[config.mk]
export PLATFORM = sky130hd
export DESIGN_NAME = boig_apb
export DESIGN_NICKNAME = d
export VERILOG_FILES = /design/src/boig_pkg.sv /design/src/boig_apb.sv
export SDC_FILE = /design/constraint.sdc
export NUM_CORES = 1
export LEC_CHECK = 0
export BUFFER_PORTS_ARGS = -buffer_cell sky130_fd_sc_hd__buf_4
export CAP_MARGIN = 5
export CORE_ASPECT_RATIO = 0.7
export CORE_MARGIN = 2
export CORE_UTILIZATION = 35
export CTS_BUF_LIST = sky130_fd_sc_hd__clkbuf_16
export CTS_CLUSTER_SIZE = 14
export DETAILED_ROUTE_END_ITERATION = 8
export HOLD_SLACK_MARGIN = 0.15
export PLACE_DENSITY = 0.9
export SYNTH_ARGS = -nofsm -noshare
export SYNTH_HDL_FRONTEND = slang
export SYNTH_SLANG_ARGS = --single-unit
[constraint.sdc]
create_clock -name clk -period 1.5 [get_ports clk]
set_input_delay 0.3 -clock clk [delete_from_list [all_inputs] [get_ports clk]]
set_output_delay 0.3 -clock clk [all_outputs]
set_load 0.02 [all_outputs]
[src/boig_pkg.sv]
// shared constants for the bisection order index generator
`default_nettype none

package boig_pkg;

    // register file geometry
    localparam int COUNT_W   = 11;
    localparam int PADDR_W   = 3;
    localparam int PDATA_W   = 32;
    localparam int REG_SEL_W = PADDR_W - 2;

    // register word indexes
    localparam logic [REG_SEL_W-1:0] REG_COUNT = 1'b0;

    // reset value of the count register
    localparam logic [COUNT_W-1:0] COUNT_RESET = 11'd1024;

    // result field widths
    localparam int INDEX_W    = 10;
    localparam int POSITION_W = 10;

    // widest gap that is split by taking the next index rather than the midpoint
    localparam logic [COUNT_W-1:0] GAP_NEAR = 11'd3;

endpackage

`default_nettype wire

[src/boig_apb.sv]
// apb register block holding the count register
`default_nettype none

module boig_apb import boig_pkg::*; (
    input  wire logic               clk,
    input  wire logic               rst_n,
    input  wire logic               psel,
    input  wire logic               penable,
    input  wire logic               pwrite,
    input  wire logic [PADDR_W-1:0] paddr,
    input  wire logic [PDATA_W-1:0] pwdata,
    output logic      [PDATA_W-1:0] prdata,
    output logic                    pready,
    output logic      [COUNT_W-1:0] cfg_count
);

    logic [COUNT_W-1:0]   count_reg;
    logic [REG_SEL_W-1:0] reg_sel;
    logic                 wr_transfer;

    assign reg_sel     = paddr[PADDR_W-1:2];
    assign pready      = 1'b1;
    assign wr_transfer = psel && penable && pwrite && pready;

    // count register
    always_ff @(posedge clk or negedge rst_n)
    begin
        if (!rst_n)
        begin
            count_reg <= COUNT_RESET;
        end
        else if (wr_transfer && reg_sel == REG_COUNT)
        begin
            count_reg <= pwdata[COUNT_W-1:0];
        end
    end

    // read mux
    always_comb
    begin
        prdata = '0;
        case (reg_sel)
            REG_COUNT: prdata = PDATA_W'(count_reg);
            default:   prdata = '0;
        endcase
    end

    assign cfg_count = count_reg;

endmodule

`default_nettype wire

### After elaboration in Yosys (flattened, before gate mapping)

Cells that the tools add are included.

* mux-type cells: 1
* bitwise gates (word level): 1
* reductions and logical operators: 3

Operators by type and width (count)
* $mux 11: 1
* $logic_and 1x1->1: 3
* $not 1->1: 1

* bits in registers: 11
* output and inout bits: 44
* logic and storage cells: 6

### Depth between registers and ports, before layout

* word-level depth: 3
* mapped depth: 3
* depth with buffers taken out: 2

### Least setup slack after synthesis

Ideal clock, no wire load.

* path kind: flip-flop to output port
* start point: register count_reg[10], in the netlist cfg_count[10]
* end point: output port prdata[10]
* data arrival time: 0.935 ns
* setup slack: 0.265 ns
* cell stages (with the launch flop): 2
* cells stage by stage: dfstp_2 > nor2b_1

* word-level cells in the longest chain between the ends: 1

RTL lines
* start: declaration: RTL line boig_apb.sv:17 `logic [COUNT_W-1:0] count_reg;`
* start signal: assignment: RTL line boig_apb.sv:34 `count_reg <= pwdata[COUNT_W-1:0];`
* $mux 11: RTL line boig_apb.sv:42 `case (reg_sel)`
* end: declaration: RTL line boig_apb.sv:12 `output logic [PDATA_W-1:0] prdata,`

No other way between the ends.

### Worst setup path after layout

Same ends and word-level chain as after synthesis.

==> results.cfg <==
[route]
ant_nets = 0
drc = 0
number_of_vias_after_detailed_routing = 487
totalWireLength_um = 1350
detail_route.first_pass.iterations = 4
drtIter0Drc = 3
route.detailed.vias_per_inst = 4.02
detailed_route_wire_length_per_cell_um = 11.1

[critical_path]
worstPathRequired_ps = 1200
timing.critical_path.arrival_ps = 1030
cp_slowest_cell = dfstp_2
critPathTopFamily = flip-flops
crit_path_end_kind = output port
worst-setup-path-type = flop to output port
critical_path.n_buffers_inverters = 1
critical_path.cell_chain = nor2b_1 > buf_4
path_max_fanout = 3
timing.critical_path.slowest_cell_delay_ps = 530
setup_crit_start_kind = flop

[place]
placement.cell_area_um2 = 927
place_hpwl_um = 1040
io_buffers = 38
place_congestion = 0.651

[final_layout]
multiInputGateArea_um2 = 338
n_fill_cell = 164
antenna-diode-count = 0
finalNetCount = 140
largest_reg_flops = 11
syn_to_final_growth_pct = 41.2
drive_gt1_share_pct = 54.5
final_cell_area_mm2 = 0.00102
area_occupied_by_registers_um2 = 277

[die]
core-area_mm2 = 0.00190
fp.dieH_um = 41.9
start_util_pct = 37.8
fp.dieArea_mm2 = 0.00244
fp.dieW_um = 58.2
io-pin-count = 84
num_rows = 13

[synth]
seq_total_area_yosys_pct = 38.4
syn-instance-count = 60
syn_std_cell_area_um2 = 719
ys_ff_latch = 11
synth_area_per_cell_um2 = 12.0
yosys.cell_types.count = 11
synth.yosys.warnings = 0

[pwr]
total_chip_power_w = 0.00142
ir_drop_v = 0.000961
internal_power_w = 0.000981
power_density_mw_per_mm2 = 1400
combPwrFrac_pct = 37.8
swShare_pct = 30.8
power_leakage_nw = 0.578
clockPowerShare_pct = 32.5
share_seq_of_total_power_pct = 29.7
switchingPower_w = 0.000437

[global_route]
number_of_global_route_vias_before_repair = 451
grt.overflow.total = 0
grt_antenna_before_repair = 0
grt_pass1_wl_um = 2020
grt_max_degree = 13
grtUsageTotal_pct = 10.8

[sta]
report.final.setup_viol = 0
max_freq_ghz = 0.752
finalHoldWorstSlack_ps = 299
fin_crit_sh_pct = 88.6
timing.setup.tns_ps = 0
timing_max_transition_violations_final = 0
hold_violations = 0
finalWorstPathRequiredPeriod_ps = 1330
grt_setup_unrepaired = false
timing.clock.skew_ps = 0

[worst_hold_path]
worstHoldPathType = primary input to flop

[status]
outcome = completed

[cts]
cts_root_buf = clkbuf_16
clk_pin_slew_worst_paths_ps = 40
tritoncts = yes
clk_latency_ps = 230
numCtsBuffers = 3
cts_max_path_buffers = 2
htree_levels = 1
clock_sink_count = 11

[job]
max-cap-violations = 0
## cell usage in the layout, fill, tap and decap left out
cell            n
buf_4          38
conb_1         22
nor2b_1        10
mux2_4         10
dfrtp_1        10
clkbuf_16       3
nand4b_4        1
mux2_2          1
and2b_1         1
dfstp_2         1
inv_1           1
dlygate4sd3_1   1
## worst paths after layout
kind	startpoint	to	slack, ps	cells past startpoint
min in group asynchronous	rst_n	cfg_count[9]$_DFFE_PN0P_	430	2
max in group asynchronous	rst_n	cfg_count[10]$_DFFE_PN1P_	840	2
min reg2reg	cfg_count[2]$_DFFE_PN0P_	cfg_count[2]$_DFFE_PN0P_	520	1
max reg2reg	cfg_count[3]$_DFFE_PN0P_	cfg_count[3]$_DFFE_PN0P_	720	1
max	cfg_count[10]$_DFFE_PN1P_	prdata[10]	170	2
min	pwdata[9]	cfg_count[9]$_DFFE_PN0P_	300	2
## per-layer routing
metal / up-vias / GRT usage (%) / routed length [um]
met4: 0 / 2.79 / 0
met1: 237 / 12.3 / 528
met3: 0 / 3.43 / 106
met5: - / 0 / 0
met2: 28 / 19.3 / 713
li1: 222 / - / -
## Yosys cell counts
library cell	count	area share, %
and2b_1	1	1.0
buf_4	22	23
buf_6	1	1.6
clkbuf_1	1	0.52
conb_1	2	1.0
dfrtp_1	10	35
dfstp_2	1	3.7
mux2_2	1	1.6
mux2_4	10	21
nand4b_4	1	3.3
nor2b_1	10	8.7
## cell type report
| cell class | count | area share (%) |
|---|---|---|
| flip-flops and latches | 11 | 27.2 |
| well taps | 22 | 2.71 |
| clock inverters | 1 | 0.369 |
| clock buffers | 3 | 7.39 |
| multi-input cells | 45 | 33.3 |
| repair buffers | 39 | 29.1 |
## power by group through the flow
stage	combinational, W	sequential, W	clock, W
floorplan	0.000280	0.000496	0
global placement	0.000528	0.000420	0
detailed placement	0.000538	0.000422	0
CTS	0.000540	0.000423	0.000473
global route	0.000563	0.000433	0.000490
finish	0.000536	0.000422	0.000461
## what timing repair did
item | in CTS | in global routing
setup buffers | 0 | 0
hold buffers | 1 | 0
resized for setup | 0 | 0
setup endpoints to repair | 0 | 0
endpoints found under the hold margin | 11 | 0
## cell families (layout without fill, tap and decap cells)
group / count (synthesis) / after routing / share of synthesized area [%]
buffers and inverters: 24 / 43 / 25.0
AND/OR/NAND/NOR: 12 / 12 / 13.0
multiplexers: 11 / 11 / 22.4
flip-flops: 11 / 11 / 38.4
other: 2 / 22 / 1.04
## metrics by stage
| stage | instances | worst slack, ps | utilization, % |
|---|---|---|---|
| global placement | 116 | 186 | 48.7 |
| global route | 121 | 124 | 53.4 |
| finish | 121 | 171 | 53.4 |
| detailed placement | 116 | 157 | 48.7 |
| CTS | 121 | 162 | 53.4 |
| floorplan | 80 | 265 | - |
(Power assumes the default switching activity.)
