==> src/boig_pkg.sv <==
// shared constants for the bisection order index generator
`default_nettype none

package boig_pkg;

    // register file geometry
    localparam int COUNT_W   = 11;
    localparam int PADDR_W   = 3;
    localparam int PDATA_W   = 32;
    localparam int REG_SEL_W = PADDR_W - 2;

    // register word indexes
    localparam logic [REG_SEL_W-1:0] REG_COUNT = 1'b0;

    // reset value of the count register
    localparam logic [COUNT_W-1:0] COUNT_RESET = 11'd1024;

    // result field widths
    localparam int INDEX_W    = 10;
    localparam int POSITION_W = 10;

    // widest gap that is split by taking the next index rather than the midpoint
    localparam logic [COUNT_W-1:0] GAP_NEAR = 11'd3;

endpackage

`default_nettype wire

==> src/boig_if.sv <==
// request and result channel interfaces
`default_nettype none

interface boig_req_if import boig_pkg::*; ();
    logic valid;
    logic ready;
    logic restart;

    modport source (output valid, output restart, input ready);
    modport sink (input valid, input restart, output ready);
endinterface

interface boig_res_if import boig_pkg::*; ();
    logic                  valid;
    logic                  ready;
    logic [INDEX_W-1:0]    index;
    logic [POSITION_W-1:0] position;
    logic                  last;

    modport source (output valid, output index, output position, output last, input ready);
    modport sink (input valid, input index, input position, input last, output ready);
endinterface

`default_nettype wire

==> src/boig_seq.sv <==
// sequencer walking the successor list and splicing in new indices
`default_nettype none

module boig_seq import boig_pkg::*; #(
    parameter int MAX_COUNT = 1024
) (
    input  wire logic                          clk,
    input  wire logic                          rst_n,
    input  wire logic [COUNT_W-1:0]            cfg_count,
    boig_req_if.sink                           req,
    boig_res_if.source                         res,
    output logic                               ram_wr_en,
    output logic [$clog2(MAX_COUNT)-1:0]       ram_wr_addr,
    output logic [$clog2(MAX_COUNT)-1:0]       ram_wr_data,
    output logic                               ram_rd_en,
    output logic [$clog2(MAX_COUNT)-1:0]       ram_rd_addr,
    input  wire logic [$clog2(MAX_COUNT)-1:0]  ram_rd_data
);

    localparam int AW = $clog2(MAX_COUNT);

    typedef enum logic [3:0] {
        S_IDLE = 4'b0001,
        S_SCAN = 4'b0010,
        S_LINK = 4'b0100,
        S_EMIT = 4'b1000
    } state_t;

    state_t                state_reg, state_next;
    logic [COUNT_W-1:0]    active_reg, active_next;
    logic [COUNT_W-1:0]    emitted_reg, emitted_next;
    logic [COUNT_W-1:0]    cursor_reg, cursor_next;
    logic [COUNT_W-1:0]    c_reg, c_next;
    logic [COUNT_W-1:0]    pick_reg, pick_next;
    logic                  out_valid_reg, out_valid_next;
    logic [INDEX_W-1:0]    out_index_reg, out_index_next;
    logic [POSITION_W-1:0] out_position_reg, out_position_next;
    logic                  out_last_reg, out_last_next;

    logic [COUNT_W-1:0]    eff_count;
    logic [COUNT_W-1:0]    nm1;
    logic                  start_seq;
    logic [COUNT_W-1:0]    c_first;
    logic [COUNT_W-1:0]    nx_raw;
    logic [COUNT_W-1:0]    nx;
    logic                  gap_unit;
    logic [COUNT_W-1:0]    c_skip;
    logic [COUNT_W-1:0]    gap;
    logic [COUNT_W:0]      mid_sum;
    logic [COUNT_W-1:0]    pick;
    logic                  emit_last;

    // count latched at sequence start: zero reads as one, saturates at the depth
    always_comb
    begin
        if (cfg_count == '0)
        begin
            eff_count = COUNT_W'(1);
        end
        else if (32'(cfg_count) > MAX_COUNT)
        begin
            eff_count = COUNT_W'(MAX_COUNT);
        end
        else
        begin
            eff_count = cfg_count;
        end
    end

    // request decode
    assign nm1       = active_reg - COUNT_W'(1);
    assign start_seq = req.restart || (emitted_reg == '0) || (emitted_reg >= active_reg);
    assign c_first   = ((cursor_reg >= active_reg) || (cursor_reg == nm1)) ? '0 : cursor_reg;

    // gap evaluation on the successor just read
    assign nx_raw   = COUNT_W'(ram_rd_data);
    assign nx       = (nx_raw >= active_reg) ? nm1 : nx_raw;
    assign gap_unit = ({1'b0, nx} <= ({1'b0, c_reg} + (COUNT_W+1)'(1)));
    assign c_skip   = (nx == nm1) ? '0 : nx;
    assign gap      = nx - c_reg;
    assign mid_sum  = {1'b0, c_reg} + {1'b0, nx};
    assign pick     = (gap <= GAP_NEAR) ? (c_reg + COUNT_W'(1)) : mid_sum[COUNT_W:1];

    assign emit_last = (({1'b0, emitted_reg} + (COUNT_W+1)'(1)) >= {1'b0, active_reg});

    // next state and memory access
    always_comb
    begin
        state_next        = state_reg;
        active_next       = active_reg;
        emitted_next      = emitted_reg;
        cursor_next       = cursor_reg;
        c_next            = c_reg;
        pick_next         = pick_reg;
        out_valid_next    = out_valid_reg && !res.ready;
        out_index_next    = out_index_reg;
        out_position_next = out_position_reg;
        out_last_next     = out_last_reg;
        ram_wr_en         = 1'b0;
        ram_wr_addr       = '0;
        ram_wr_data       = '0;
        ram_rd_en         = 1'b0;
        ram_rd_addr       = '0;

        case (state_reg)
            S_IDLE:
            begin
                if (req.valid)
                begin
                    if (start_seq)
                    begin
                        active_next  = eff_count;
                        emitted_next = '0;
                        cursor_next  = '0;
                        pick_next    = '0;
                        ram_wr_en    = 1'b1;
                        ram_wr_addr  = '0;
                        ram_wr_data  = AW'(eff_count - COUNT_W'(1));
                        state_next   = S_EMIT;
                    end
                    else if (emitted_reg == COUNT_W'(1))
                    begin
                        cursor_next = '0;
                        pick_next   = nm1;
                        state_next  = S_EMIT;
                    end
                    else
                    begin
                        ram_rd_en   = 1'b1;
                        ram_rd_addr = AW'(c_first);
                        c_next      = c_first;
                        state_next  = S_SCAN;
                    end
                end
            end

            S_SCAN:
            begin
                if (gap_unit)
                begin
                    // unit gap: step to the successor, wrapping at the end
                    c_next      = c_skip;
                    ram_rd_en   = 1'b1;
                    ram_rd_addr = AW'(c_skip);
                end
                else
                begin
                    // splice: new entry points at the old successor
                    ram_wr_en   = 1'b1;
                    ram_wr_addr = AW'(pick);
                    ram_wr_data = AW'(nx);
                    pick_next   = pick;
                    cursor_next = nx;
                    state_next  = S_LINK;
                end
            end

            S_LINK:
            begin
                // splice: current entry points at the new one
                ram_wr_en   = 1'b1;
                ram_wr_addr = AW'(c_reg);
                ram_wr_data = AW'(pick_reg);
                state_next  = S_EMIT;
            end

            S_EMIT:
            begin
                if (!out_valid_reg || res.ready)
                begin
                    out_valid_next    = 1'b1;
                    out_index_next    = pick_reg[INDEX_W-1:0];
                    out_position_next = emitted_reg[POSITION_W-1:0];
                    out_last_next     = emit_last;
                    emitted_next      = emitted_reg + COUNT_W'(1);
                    state_next        = S_IDLE;
                end
            end

            default:
            begin
                state_next = S_IDLE;
            end
        endcase
    end

    // control registers
    always_ff @(posedge clk or negedge rst_n)
    begin
        if (!rst_n)
        begin
            state_reg     <= S_IDLE;
            active_reg    <= COUNT_W'(1);
            emitted_reg   <= '0;
            cursor_reg    <= '0;
            out_valid_reg <= 1'b0;
        end
        else
        begin
            state_reg     <= state_next;
            active_reg    <= active_next;
            emitted_reg   <= emitted_next;
            cursor_reg    <= cursor_next;
            out_valid_reg <= out_valid_next;
        end
    end

    // payload registers
    always_ff @(posedge clk)
    begin
        c_reg            <= c_next;
        pick_reg         <= pick_next;
        out_index_reg    <= out_index_next;
        out_position_reg <= out_position_next;
        out_last_reg     <= out_last_next;
    end

    // channel outputs
    assign req.ready    = (state_reg == S_IDLE);
    assign res.valid    = out_valid_reg;
    assign res.index    = out_index_reg;
    assign res.position = out_position_reg;
    assign res.last     = out_last_reg;

    // emitted count never passes the latched count
    a_emitted_bound: assert property (@(posedge clk) disable iff (!rst_n)
        emitted_reg <= active_reg)
        else $error("emitted count exceeds latched count");

    // a scan never sits on the final index
    a_scan_cursor: assert property (@(posedge clk) disable iff (!rst_n)
        (state_reg == S_SCAN) |-> (c_reg < nm1))
        else $error("scan position at or past the final index");

    // second splice write always follows the gap search
    a_link_order: assert property (@(posedge clk) disable iff (!rst_n)
        (state_reg == S_LINK) |-> ($past(state_reg) == S_SCAN))
        else $error("link write without a preceding scan");

    // a result is loaded only from the emit step
    a_emit_source: assert property (@(posedge clk) disable iff (!rst_n)
        $rose(out_valid_reg) |-> ($past(state_reg) == S_EMIT))
        else $error("result loaded outside the emit step");

    // the index waiting to go out lies inside the sequence
    a_pick_range: assert property (@(posedge clk) disable iff (!rst_n)
        (state_reg == S_EMIT) |-> (pick_reg < active_reg))
        else $error("pending index outside the sequence");

endmodule

`default_nettype wire

==> src/flat_wrapper.sv <==
// flat-port wrapper written by rule: the top's interface ports become plain ports
module boig_seq_flat import boig_pkg::*;
#(
    parameter int MAX_COUNT = 1024
)
  (clk, rst_n, cfg_count, ram_wr_en, ram_wr_addr, ram_wr_data, ram_rd_en, ram_rd_addr, ram_rd_data, req_valid, req_restart, req_ready, res_valid, res_index, res_position, res_last, res_ready);
  boig_req_if req_i ();
  boig_res_if res_i ();
  input  wire logic clk;
  input  wire logic rst_n;
  input  wire logic [COUNT_W-1:0] cfg_count;
  output logic ram_wr_en;
  output logic [$clog2(MAX_COUNT)-1:0] ram_wr_addr;
  output logic [$clog2(MAX_COUNT)-1:0] ram_wr_data;
  output logic ram_rd_en;
  output logic [$clog2(MAX_COUNT)-1:0] ram_rd_addr;
  input  wire logic [$clog2(MAX_COUNT)-1:0] ram_rd_data;
  input wire logic [$bits(req_i.valid)-1:0] req_valid;
  input wire logic [$bits(req_i.restart)-1:0] req_restart;
  output wire logic [$bits(req_i.ready)-1:0] req_ready;
  output wire logic [$bits(res_i.valid)-1:0] res_valid;
  output wire logic [$bits(res_i.index)-1:0] res_index;
  output wire logic [$bits(res_i.position)-1:0] res_position;
  output wire logic [$bits(res_i.last)-1:0] res_last;
  input wire logic [$bits(res_i.ready)-1:0] res_ready;
  assign req_i.valid = req_valid;
  assign req_i.restart = req_restart;
  assign req_ready = req_i.ready;
  assign res_valid = res_i.valid;
  assign res_index = res_i.index;
  assign res_position = res_i.position;
  assign res_last = res_i.last;
  assign res_i.ready = res_ready;
  boig_seq #(.MAX_COUNT(MAX_COUNT)) u_core (.clk(clk), .rst_n(rst_n), .cfg_count(cfg_count), .req(req_i), .res(res_i), .ram_wr_en(ram_wr_en), .ram_wr_addr(ram_wr_addr), .ram_wr_data(ram_wr_data), .ram_rd_en(ram_rd_en), .ram_rd_addr(ram_rd_addr), .ram_rd_data(ram_rd_data));
endmodule
==> config.mk <==
export PLATFORM = sky130hd
export DESIGN_NAME = boig_seq_flat
export DESIGN_NICKNAME = d
export VERILOG_FILES = /design/src/boig_pkg.sv /design/src/boig_if.sv /design/src/boig_seq.sv /design/src/flat_wrapper.sv
export SDC_FILE = /design/constraint.sdc
export NUM_CORES = 1
export LEC_CHECK = 0
export ABC_AREA = 1
export BUFFER_PORTS_ARGS = -buffer_cell sky130_fd_sc_hd__buf_2
export CAP_MARGIN = 20
export CORE_MARGIN = 1.5
export CORE_UTILIZATION = 55
export DETAILED_ROUTE_END_ITERATION = 6
export GPL_ROUTABILITY_DRIVEN = 0
export GPL_TIMING_DRIVEN = 0
export PLACE_DENSITY = 0.75
export SLEW_MARGIN = 20
export SYNTH_ARGS = -nofsm -noshare
export SYNTH_HDL_FRONTEND = slang
export SYNTH_SLANG_ARGS = --single-unit
==> constraint.sdc <==
create_clock -name clk -period 4.7 [get_ports clk]
set_clock_uncertainty 0.2 [all_clocks]
set_input_delay 0.235 -clock clk [delete_from_list [all_inputs] [get_ports clk]]
set_output_delay 0.235 -clock clk [all_outputs]
set_load 0.005 [all_outputs]
After elaboration in Yosys (flattened, before gate mapping)
Index checks and enable logic that the tools add are counted.
- reductions and logical operators: 17
- add/subtract/negate cells: 8
- divide/modulo/power cells: 0
- bitwise gates (word level): 0
- order comparisons: 7
- $mul: 0
- shift operators: 0
- eq/ne operators: 15
- mux-type cells: 53
- operators by type and width (kind ; number):
    2-to-1 mux 11 bit ; 16
    2-to-1 mux 10 bit ; 13
    one-hot mux 11 bit (2 select lines) ; 3
    one-hot mux 10 bit (2 select lines) ; 3
    one-hot mux 10 bit (3 select lines) ; 1
    adder 11 x 1 -> 12 bit (second input constant) ; 2
    == test 11 bit ; 2
    greater-or-equal comparator 11 bit ; 2
    logical NOT 11 bit ; 2
    2-to-1 mux 4 bit ; 5
    one-hot mux 4 bit (4 select lines) ; 1
    greater-or-equal comparator 12 x 11 -> 1 bit ; 1
    less-or-equal comparator 11 x 12 -> 1 bit ; 1
    adder 11 x 1 -> 11 bit (second input constant) ; 1
    adder 11 bit ; 1
    == test 11 x 1 -> 1 bit (second input constant) ; 1
    greater-or-equal comparator 10 x 11 -> 1 bit ; 1
    > comparator 11 bit (second input constant) ; 1
    less-or-equal comparator 11 x 2 -> 1 bit (second input constant) ; 1
    subtractor 11 x 1 -> 11 bit (second input constant) ; 1
    subtractor 11 bit ; 1
    adder 10 x 1 -> 10 bit (second input constant) ; 1
    subtractor 10 x 1 -> 10 bit (second input constant) ; 1
    2-to-1 mux 1 bit ; 9
    17 further kinds ; 29
- RAM bits: 0
- input bits: 26
- bits in read-only memories: 0
- memories: 0
- output and inout bits: 55
- bits in registers: 80
- logic and storage cells: 110
- latch bits: 0

Logic depth before layout (Yosys ltp)
Gate-level depths: netlist of run 1.
- depth in word-level cells: 8
- gate-level depth with buffers: 30
- depth with buffers taken out: 28

Worst setup path after synthesis of run 1
OpenSTA, ideal clock, no wires.
- path type: reg2out
- from: register u_core.active_reg[2]
- to: output port ram_wr_addr[8]
- setup slack: 0.815 ns
- data arrival time: 3.450 ns
- cell stages (with the launch flop): 27
- required time: 4.265 ns
- path through: dfrtp_1 > inv_1 > ha_1 > a21oi_1 > nand2_1 > nand3_4 > nand3_2 > buf_6 > buf_6 > a21oi_2 > ha_1 > inv_1 > fa_1 > nand3_1 > nand2_1 > nand2_1 > nand2_1 > nand2_1 > nand2_1 > nor2_1 > nand3_1 > nor2_1 > buf_4 > nand3b_1 > nand2_1 > nand2_1 > nand2_1
- word-level cells in the longest chain between the ends: 7
- ends and longest elaborated chain (what ; RTL line ; source):
    start, declared ; boig_seq.sv:30 ; logic [COUNT_W-1:0] active_reg, active_next;
    start signal, assigned ; boig_seq.sv:201 ; active_reg <= active_next;
    subtractor 11 x 1 -> 11 bit / greater-or-equal comparator 10 x 11 -> 1 bit (equally long branches) ; boig_seq.sv:71, boig_seq.sv:77 ;
    2-to-1 mux 11 bit * ; boig_seq.sv:77 ; assign nx = (nx_raw >= active_reg) ? nm1 : nx_raw;
    subtractor 11 bit ; boig_seq.sv:80 ; assign gap = nx - c_reg;
    less-or-equal comparator 11 x 2 -> 1 bit ; boig_seq.sv:82 ; assign pick = (gap <= GAP_NEAR) ? (c_reg + COUNT_W'(1)) : mid_sum[COUNT_W:1];
    2-to-1 mux 10 bit ; boig_seq.sv:82 ;
    2-to-1 mux 10 bit * ; boig_seq.sv:139 ; if (gap_unit)
    one-hot mux 10 bit (2 select lines) * ; boig_seq.sv:105 ; case (state_reg)
    end, declared ; flat_wrapper.sv:13 ; output logic [$clog2(MAX_COUNT)-1:0] ram_wr_addr;
Every way passes the cells marked *; elsewhere a longest branch is shown, timed or not.

Worst setup path after layout of run 1
- from: register u_core.active_reg[8]
- to: output port ram_wr_addr[8]
Same word-level chain as after synthesis.

==> results of run 1 <==
-- synth_stat cells (4+ instances only) --
library cell	number	area, sq um
ha_1	80	1000
xor2_1	30	263
nand4_1	46	288
o211ai_1	6	45.0
dfrtp_1	36	901
edfxtp_1	42	1260
nand3_2	4	40.0
o21ai_0	51	255
a21oi_1	42	210
buf_4	5	37.5
nand2_2	7	43.8
clkbuf_1	7	26.3
buf_6	6	67.6
nand3_1	129	646
nor2_2	7	43.8
nor2_1	79	297
nor3_1	11	55.1
a21oi_2	6	52.6
inv_2	7	26.3
o21ai_1	5	25.0
nand2_1	278	1040
buf_2	11	55.1
xnor2_1	6	52.6
inv_1	136	510
nand3b_1	5	37.5
-- stage by stage --
| stage | instances | power, mW |
|---|---|---|
| 3_3_place_gp | 1334 | 4.34 |
| 6_report | 1404 | 5.89 |
| 3_5_place_dp | 1336 | 4.40 |
| 5_1_grt | 1404 | 6.32 |
| 4_1_cts | 1362 | 5.26 |
| 2_1_floorplan | 1078 | 3.53 |
-- worst max path at each step --
stage,cells past startpoint,to,from,slack (ns)
finish,28,ram_wr_addr[8],u_core.active_reg[8],0.16
global route,28,ram_wr_addr[8],u_core.active_reg[0],-0.07
CTS,30,ram_wr_addr[8],u_core.active_reg[6],0.01
detailed placement,28,ram_wr_addr[8],u_core.active_reg[9],-0.09
global placement,26,ram_wr_addr[9],u_core.active_reg[2],-0.07
floorplan,26,ram_wr_addr[8],u_core.active_reg[2],0.82
-- repair_timing --
| item | CTS | global route |
|---|---|---|
| endpoints found under the setup margin | 39 | 44 |
| gates resized for setup | 34 | 69 |
| hold buffers | 1 | 0 |
| endpoints found under the hold margin | 36 | 0 |
| gates cloned | 0 | 3 |
| pin swaps | 3 | 24 |
| setup buffers | 9 | 41 |
-- layout make-up --
class,count,area (sq um),share of cell area [%]
Inverter,145,577,6.18
Tap cell,176,220,2.36
Timing Repair Buffer,135,845,9.06
Sequential cell,80,2220,23.8
Buffer,29,206,2.21
Clock buffer,9,225,2.41
Timing Repair inverter,1,7.51,0.0805
Multi-Input combinational cell,822,4970,53.3
Clock inverter,7,55.1,0.590
-- worst reg2reg max path, stage by stage, from the launching register on --
cell	delay [ns]
dfstp_2	0.59
buf_4	0.14
inv_2	0.10
ha_1	0.21
buf_2	0.17
nand2_2	0.12
nor2_1	0.07
inv_1	0.08
nand2_1	0.07
nand2_2	0.11
nand2_1	0.07
o21ai_0	0.09
inv_2	0.10
buf_4	0.17
ha_1	0.27
inv_1	0.05
nor3_1	0.24
nand4_1	0.18
nand2_4	0.19
nand2_4	0.12
buf_4	0.19
nand3_2	0.09
buf_6	0.17
clkinvlp_4	0.23
-- logic make-up (layout without fill, tap and decap cells) --
group | after synthesis | after routing | synth area share, %
adders and majority gates | 82 | 82 | 13.6
buffers and inverters | 176 | 326 | 9.68
xor gates and xnor gates | 36 | 36 | 4.13
DFF | 80 | 80 | 29.0
and+or+nand+nor | 579 | 579 | 34.3
AOI/OAI and AO/OA | 125 | 125 | 9.22
-- power by group --
group          switching [mW]  total (mW)  internal (mW)  leakage (nW)
clock network           0.306       0.670          0.363         0.128
logic                    2.60        4.17           1.57          3.77
registers               0.119        1.05          0.934         0.900
-- routing by layer --
| layer | global-route usage (%) | routed length [um] | up-vias |
|---|---|---|---|
| li1 | - | - | 3897 |
| met1 | 40.9 | 9520 | 3740 |
| met2 | 53.2 | 11100 | 425 |
| met3 | 3.92 | 1790 | 87 |
| met4 | 13.3 | 1110 | 0 |
| met5 | 0 | 0 | - |
==> flow_summary.ini, run 1 <==
[routing]
num_vias = 8149
drt-vias-per-instance = 5.80
wirelength_mm = 23.6
wire_per_inst_um = 16.8
drt_iter0_markers = 761
ant_nets = 0
firstDrtPassIters = 5
drcViolationCount = 0

[status]
status = finished, violations left
violations = negative hold slack

[critical_path]
cp_slowest_stage_delay_ns = 0.44
critPathTopFamily = simple AND/OR/NAND/NOR gates
rrSetupSlack_ns = 0.33
cpMaxStageDelayCell = dfrtp_2
rr_worst_depth = 23
regToRegEndpoint = u_core.pick_reg[5]
reg2reg_from = u_core.active_reg[0]
required_ns = 4.26
cp-end-kind = primary output
path_buf_inv = 6
path_class = reg2out
path_common_cell = nand2_2
cp_data_arrival_time_ns = 4.11
cp-start-kind = flip-flop
cp_max_fo = 6

[timing]
relSlewSlack_pct = 40.0
fin_crit_ns = 4.54
slew_violations = 0
setup_ws_ns = 0.158
fmax_ghz = 0.220
worst_pin_slew_ns = 0.899
rsz0062_at_grt = true
finalHoldViolCount = 1
tns_ns = 0
holdWs_ns = -0.000402
setup_viol = 0
period_share_pct = 96.6

[grt]
grt_pass1_wl_mm = 36.0
antenna_found_initial = 0
grt_util_all_layers_pct = 31.6
grt_max_degree = 39
grt_pass1_vias = 7183
grt-ovfl-total = 0

[finish]
area_delta_synth_final_pct = 22.1
post-route-util_pct = 69.6
nets = 1331
fill_cells = 1116
final_cell_mix = nand2_1 (266), nand3_1 (120), inv_1 (118), buf_2 (88), nor2_1 (74)
diodes = 0
drive_gt1_share_pct = 23.0
final_common_cell = nand2_1
final_area_sq_um = 9330

[clocking]
clock-sinks = 80
cts_max_level = 3
cts_tree = built
cts_buffers = 9
cts_root_buffer = clkbuf_16
ctsLongestPathBuffers = 2
cts.clk_slew.worst_paths_ns = 0.06
insertion_delay_ns = 0.34

[floorplan]
core_sq_um = 13400
die-width_um = 121
io_pins = 81
initial_utilization_pct = 57.0
rows = 42
die_area_sq_um = 14600
dieHeight_um = 121

[yosys]
avgSynthCellArea_sq_um = 7.08
yosysWarnings = 0
seq_area_frac_synth_pct = 29.0
synthCells = 1078
synth_ff_type = edfxtp_1
synth_seq_cells = 80
async_flop_share_pct = 47.5
ys_types = 46
synth-edff-count = 42
synth_nets = 1186
synth_area_sq_um = 7640

[pwr]
leakage_nw = 4.80
powerDensity_nw_per_um2 = 631
ir_drop_mv = 0.330

[min_path]
hold_depth = 3
hold_path.class = in2reg
hp-start = cfg_count[10]
hold_end = u_core.active_reg[10]

[run]
max_cap_viol_count = 0

[placement]
hpwl_mm = 17.7
place_area_sq_um = 8290
port_buffers = 80
pre_cts_slack_ns = -0.0898
No activity file was read; power rests on OpenSTA's default activity.
==> run 2: changes to the inputs <==
- BUFFER_PORTS_ARGS: -buffer_cell sky130_fd_sc_hd__buf_2 -> not set
- DONT_BUFFER_PORTS: not set -> 1
- PLACE_DENSITY: 0.75 -> 0.7
==> run 2 against run 1 <==
The run ends with design-rule violations left. Maximum frequency about the same. Sequential cell count is the same. Combinational power shrank 7.4%. Setup slack better by 0.00085 ns. Clock-buffer cell count unchanged. Design area decreased by 5.5%. First-iteration DRC count is 19% lower. Die area stayed put. Sequential power hardly changed. Power down 5.0%. Critical path depth down 1. Global-route usage increased by 0.14 points. Critical path type unchanged. Largest power group unchanged.
==> flow_summary.ini, run 2 (same netlist as run 1, synthesis figures left out) <==
[status]
status = finished, violations left
violations = design-rule violations

[floorplan]
die-width_um = 121
core_sq_um = 13400
rows = 42
io_pins = 81
die_area_sq_um = 14600
dieHeight_um = 121
initial_utilization_pct = 57.0

[routing]
num_vias = 7564
drcViolationCount = 1
firstDrtPassIters = 7
ant_nets = 0
wire_per_inst_um = 17.6
drt-vias-per-instance = 5.73
drt_iter0_markers = 617
wirelength_mm = 23.2

[clocking]
ctsLongestPathBuffers = 2
cts.clk_slew.worst_paths_ns = 0.06
cts_root_buffer = clkbuf_16
clock-sinks = 80
cts_tree = built
cts_max_level = 3
cts_buffers = 9
insertion_delay_ns = 0.34

[finish]
final_area_sq_um = 8810
nets = 1248
fill_cells = 1229
multi_input_area_sq_um = 4850
ff_latch_area_sq_um = 2220
diodes = 0
final_cell_mix = nand2_1 (269), nand3_1 (127), inv_1 (121), nor2_1 (75), ha_1 (75)
final_cells = 1321
drive_gt1_share_pct = 14.8
final_common_cell = nand2_1
area_delta_synth_final_pct = 15.4

[critical_path]
cp-end-kind = primary output
cp-startpoint = u_core.active_reg[7]
regToRegEndpoint = u_core.pick_reg[6]
path_class = reg2out
required_ns = 4.26
rr_worst_depth = 26
cp-start-kind = flip-flop
crit_path_end = ram_wr_addr[8]
cp_max_fo = 9
cp_data_arrival_time_ns = 4.11
reg2reg_from = u_core.active_reg[7]
rrSetupSlack_ns = 0.43

[timing]
worst_pin_slew_ns = 0.920
setup_ws_ns = 0.159
fmax_ghz = 0.220
slew_violations = 0
period_share_pct = 96.6
relSlewSlack_pct = 38.2
fin_crit_ns = 4.54
setup_viol = 0
tns_ns = 0
finalHoldViolCount = 0

[pwr]
seqPwrFrac_pct = 19.0
p_sw_mw = 2.88
switching_share_pct = 51.6
total_power_mw = 5.60
powerDensity_nw_per_um2 = 635
ir_drop_mv = 0.324
pwr-share-comb_pct = 68.9
leakage_nw = 4.43
internal-power_mw = 2.71
power_frac_clock_pct = 12.1

[grt]
grt_max_degree = 39
grt_util_all_layers_pct = 31.7
antenna_found_initial = 0
grt_pass1_vias = 6999
grt-ovfl-total = 0
grt_pass1_wl_mm = 35.8

[placement]
hpwl_mm = 18.0
port_buffers = 0
place_area_sq_um = 7900
dp.cells = 1256
pre_cts_slack_ns = -0.151

[min_path]
hold_path.class = in2reg
hp-start = cfg_count[7]

[run]
max_cap_viol_count = 0
[run 2: routing by layer]
metal / GRT usage (%) / wire [um]
met3: 5.14 / 1810
met2: 53.7 / 11000
met4: 14.9 / 1050
met5: 0 / 0
met1: 39.6 / 9400
[run 2: critical path, stage by stage (launching register included)]
cell      delay, ns
dfrtp_1        0.40
inv_2          0.11
ha_4           0.29
nand2_1        0.07
nor2_2         0.18
nand3_4        0.12
buf_6          0.16
inv_2          0.05
nor2_2         0.04
buf_6          0.12
o21ai_0        0.20
inv_2          0.12
ha_1           0.30
buf_4          0.15
nand2_1        0.07
or2_1          0.26
nand3_1        0.11
nand2_1        0.09
nand2_1        0.07
nand2_1        0.04
nand2_1        0.07
inv_2          0.04
nor2_4         0.19
buf_6          0.15
nand3b_1       0.10
nand2_2        0.11
nand2_1        0.07
nand2_2        0.07
[run 2: power by group through the flow]
| stage | combinational (mW) | clock, mW | sequential, mW |
|---|---|---|---|
| global route | 4.26 | 0.714 | 1.08 |
| floorplan | 2.50 | 0 | 1.03 |
| global placement | 3.20 | 0 | 1.08 |
| CTS | 3.45 | 0.687 | 1.06 |
| finish | 3.86 | 0.675 | 1.06 |
| detailed placement | 3.27 | 0 | 1.08 |
[run 2: how the worst min path moves through the flow]
stage                                  to  slack (ns)  cells past startpoint
finish               u_core.active_reg[7]        0.02                      4
global route         u_core.active_reg[7]        0.03                      4
CTS                  u_core.active_reg[7]        0.01                      4
detailed placement  u_core.emitted_reg[8]       -0.26                      0
global placement    u_core.emitted_reg[8]       -0.26                      0
floorplan           u_core.active_reg[10]       -0.26                      0
[run 2: metrics by stage]
stage	hold WS [ns]	utilization, %
final	0.0191	65.8
after global routing	0.0313	65.8
after CTS	0.0105	63.1
after detailed placement	-0.260	59.0
after global placement	-0.260	58.6
after floorplan	-0.261	-
[run 2: cell type report]
class                   count  share of cell area, %
inverters                 145                   6.37
flip-flops and latches     80                   25.2
repair buffers             51                   5.24
clock inverters             7                  0.696
clock buffers               9                   2.56
plain buffers              31                   2.41
multi-input cells         822                   55.0
well taps                 176                   2.50
[run 2: what timing repair did]
item | 4_1_cts | 5_1_grt
setup buffers | 12 | 24
pin swaps | 1 | 11
setup endpoints to repair | 49 | 29
resized for setup | 30 | 40
gates cloned | 0 | 2
hold buffers | 11 | 0
hold endpoints to repair | 49 | 0
==> run 3: changes to the inputs <==
- BUFFER_PORTS_ARGS: not set -> -buffer_cell sky130_fd_sc_hd__buf_2
- CORE_ASPECT_RATIO: not set -> 0.6
- DONT_BUFFER_PORTS: 1 -> not set
- PLACE_DENSITY: 0.7 -> 0.75
- clock period: 4.7 -> 5.5 ns (I/O delays scaled with it)
==> run 3 against run 2 <==
The run now ends clean. Wire length grew 6.4%. Core utilization shrank 1.6 points. Final cell count grew 2.8%. Design area shrank 1.1%. Hold slack gained 0.014 ns. Clock-buffer cell count is the same. Sequential power shrank 13%. Sequential share of layout area grew 0.29 points. Sequential cell count is the same. Die area grew 0.16%. Via count grew 6.3%. Global-route usage grew 2.8 points. Largest cell class unchanged. Highest routed layer unchanged.
==> flow_summary.ini, run 3 (same netlist as run 1, synthesis figures left out) <==
[status]
status = complete, no violations

[grt]
globalRouteMet1Util_pct = 55.0
grt_max_degree = 39
grt_util_all_layers_pct = 34.5
grt.met3_usage_pct = 9.78
antenna_found_initial = 0
grtUsageMet2_pct = 44.4
grt-busiest-layer = met1
grt_pass1_vias = 6836
grt_pass1_wl_mm = 38.1
grt-ovfl-total = 0

[pwr]
switching_share_pct = 53.2
seqPwrFrac_pct = 19.4
ir_drop_mv = 0.211
leakage_nw = 4.59
p_sw_mw = 2.52
power_frac_clock_pct = 14.5
pwr-share-comb_pct = 66.0
internal-power_mw = 2.22
powerDensity_nw_per_um2 = 544

[critical_path]
cp_data_arrival_time_ns = 4.79
rr_worst_depth = 27
regToRegEndpoint = u_core.pick_reg[9]
required_ns = 5.03
cp-end-kind = primary output
path_class = reg2out
rrSetupSlack_ns = 0.58
cp-startpoint = u_core.active_reg[8]
cp_max_fo = 10
reg2reg_from = u_core.active_reg[8]
cp_slowest_stage_delay_ns = 0.45
path_common_cell = nand2_1
cpMaxStageDelayCell = dfrtp_1
cp-start-kind = flip-flop

[routing]
num_vias = 8040
drt-vias-per-instance = 5.92
firstDrtPassIters = 6
drcViolationCount = 0
wire_per_inst_um = 18.2
ant_nets = 0
wirelength_mm = 24.7
drt_iter0_markers = 987

[placement]
port_buffers = 80
hpwl_mm = 19.5
pre_cts_slack_ns = 0.522
place_area_sq_um = 8300

[clocking]
insertion_delay_ns = 0.35
cts_max_level = 3
cts_root_buffer = clkbuf_16
clock-sinks = 80
cts.clk_slew.worst_paths_ns = 0.07
cts_tree = built
ctsLongestPathBuffers = 2
cts_buffers = 9

[timing]
slew_violations = 0
setup_ws_ns = 0.236
period_share_pct = 95.7
fmax_ghz = 0.190
finalHoldViolCount = 0
holdWs_ns = 0.0330
fin_crit_ns = 5.26
worst_pin_slew_ns = 0.952
setup_viol = 0
relSlewSlack_pct = 36.0

[floorplan]
die_area_sq_um = 14600
initial_utilization_pct = 56.2
core_sq_um = 13600
dieHeight_um = 94.3
io_pins = 81
die-width_um = 155
rows = 33

[min_path]
hp-start = res_ready
hold_depth = 4
hold_path.class = in2reg
hold_end = u_core.res.valid

[finish]
final_common_cell = nand2_1
drive_gt1_share_pct = 15.7
multi_input_area_sq_um = 4720
ff_latch_area_sq_um = 2220
area_delta_synth_final_pct = 14.2
nets = 1285
final_area_sq_um = 8720
fill_cells = 1234
final_cell_mix = nand2_1 (278), nand3_1 (129), inv_1 (128), buf_2 (91), ha_1 (80)

[run]
max_cap_viol_count = 0
[run 3: cell count changes in the layout (fill, tap and decap cells not counted), moves of 4 or more]
cell | previous run | this run
nand2_2 | 15 | 6
o21ai_0 | 46 | 50
dlygate4sd3_1 | 10 | 1
buf_4 | 41 | 11
ha_1 | 75 | 80
inv_2 | 18 | 14
inv_1 | 121 | 128
ha_4 | 4 | 0
buf_2 | 10 | 91
nand2_1 | 269 | 278
[run 3: power by group through the flow]
stage	clock [mW]	combinational, mW	sequential (mW)
after floorplan	0	2.13	0.882
after global routing	0.714	3.45	0.934
after detailed placement	0	2.94	0.914
after CTS	0.689	2.97	0.908
after global placement	0	2.86	0.916
final	0.688	3.13	0.922
[run 3: worst max-delay path by stage]
stage,end,cells after the start
final,ram_wr_addr[8],29
after global routing,ram_wr_addr[8],29
after CTS,ram_wr_addr[8],27
after detailed placement,ram_wr_addr[8],27
after global placement,ram_wr_addr[8],27
after floorplan,ram_wr_addr[8],26
[run 3: per-layer routing]
layer	share of wire [%]	wire length, um	up-vias
met5	0	0	-
met4	1.0	257	0
met3	14	3460	29
met2	36	9010	540
met1	48	12000	3678
li1	-	-	3793
[run 3: what timing repair did]
| item | 4_1_cts | 5_1_grt |
|---|---|---|
| endpoints found under the setup margin | 0 | 10 |
| gates resized for setup | 0 | 18 |
| hold buffers | 1 | 0 |
| setup buffers | 0 | 5 |
| endpoints found under the hold margin | 36 | 0 |
[run 3: area by class of cell]
class	count	share of cell area (%)
Clock buffer	9	2.58
Inverter	145	6.28
Timing Repair Buffer	88	5.54
Multi-Input combinational cell	822	54.1
Sequential cell	80	25.5
Tap cell	175	2.51
Antenna cell	1	0.0287
Buffer	31	2.24
Clock inverter	7	1.23
[run 3: stage by stage]
step	setup TNS (ns)	std cells	utilization, %	total power [mW]
6_report	0	1358	64.2	4.74
5_1_grt	-0.00765	1357	64.2	5.10
4_1_cts	0	1352	63.6	4.56
3_5_place_dp	0	1335	61.1	3.85
3_3_place_gp	0	1333	60.8	3.77
2_1_floorplan	0	1078	-	3.02
[run 3: worst max-delay path, delay by kind of cell (launching register included)]
kind                       cells  cell delay (ns)
AOI/OAI and AO/OA              2             0.43
adders and majority gates      3             0.92
buffers and inverters          7             0.97
DFF                            1             0.45
and+or+nand+nor               17             1.67
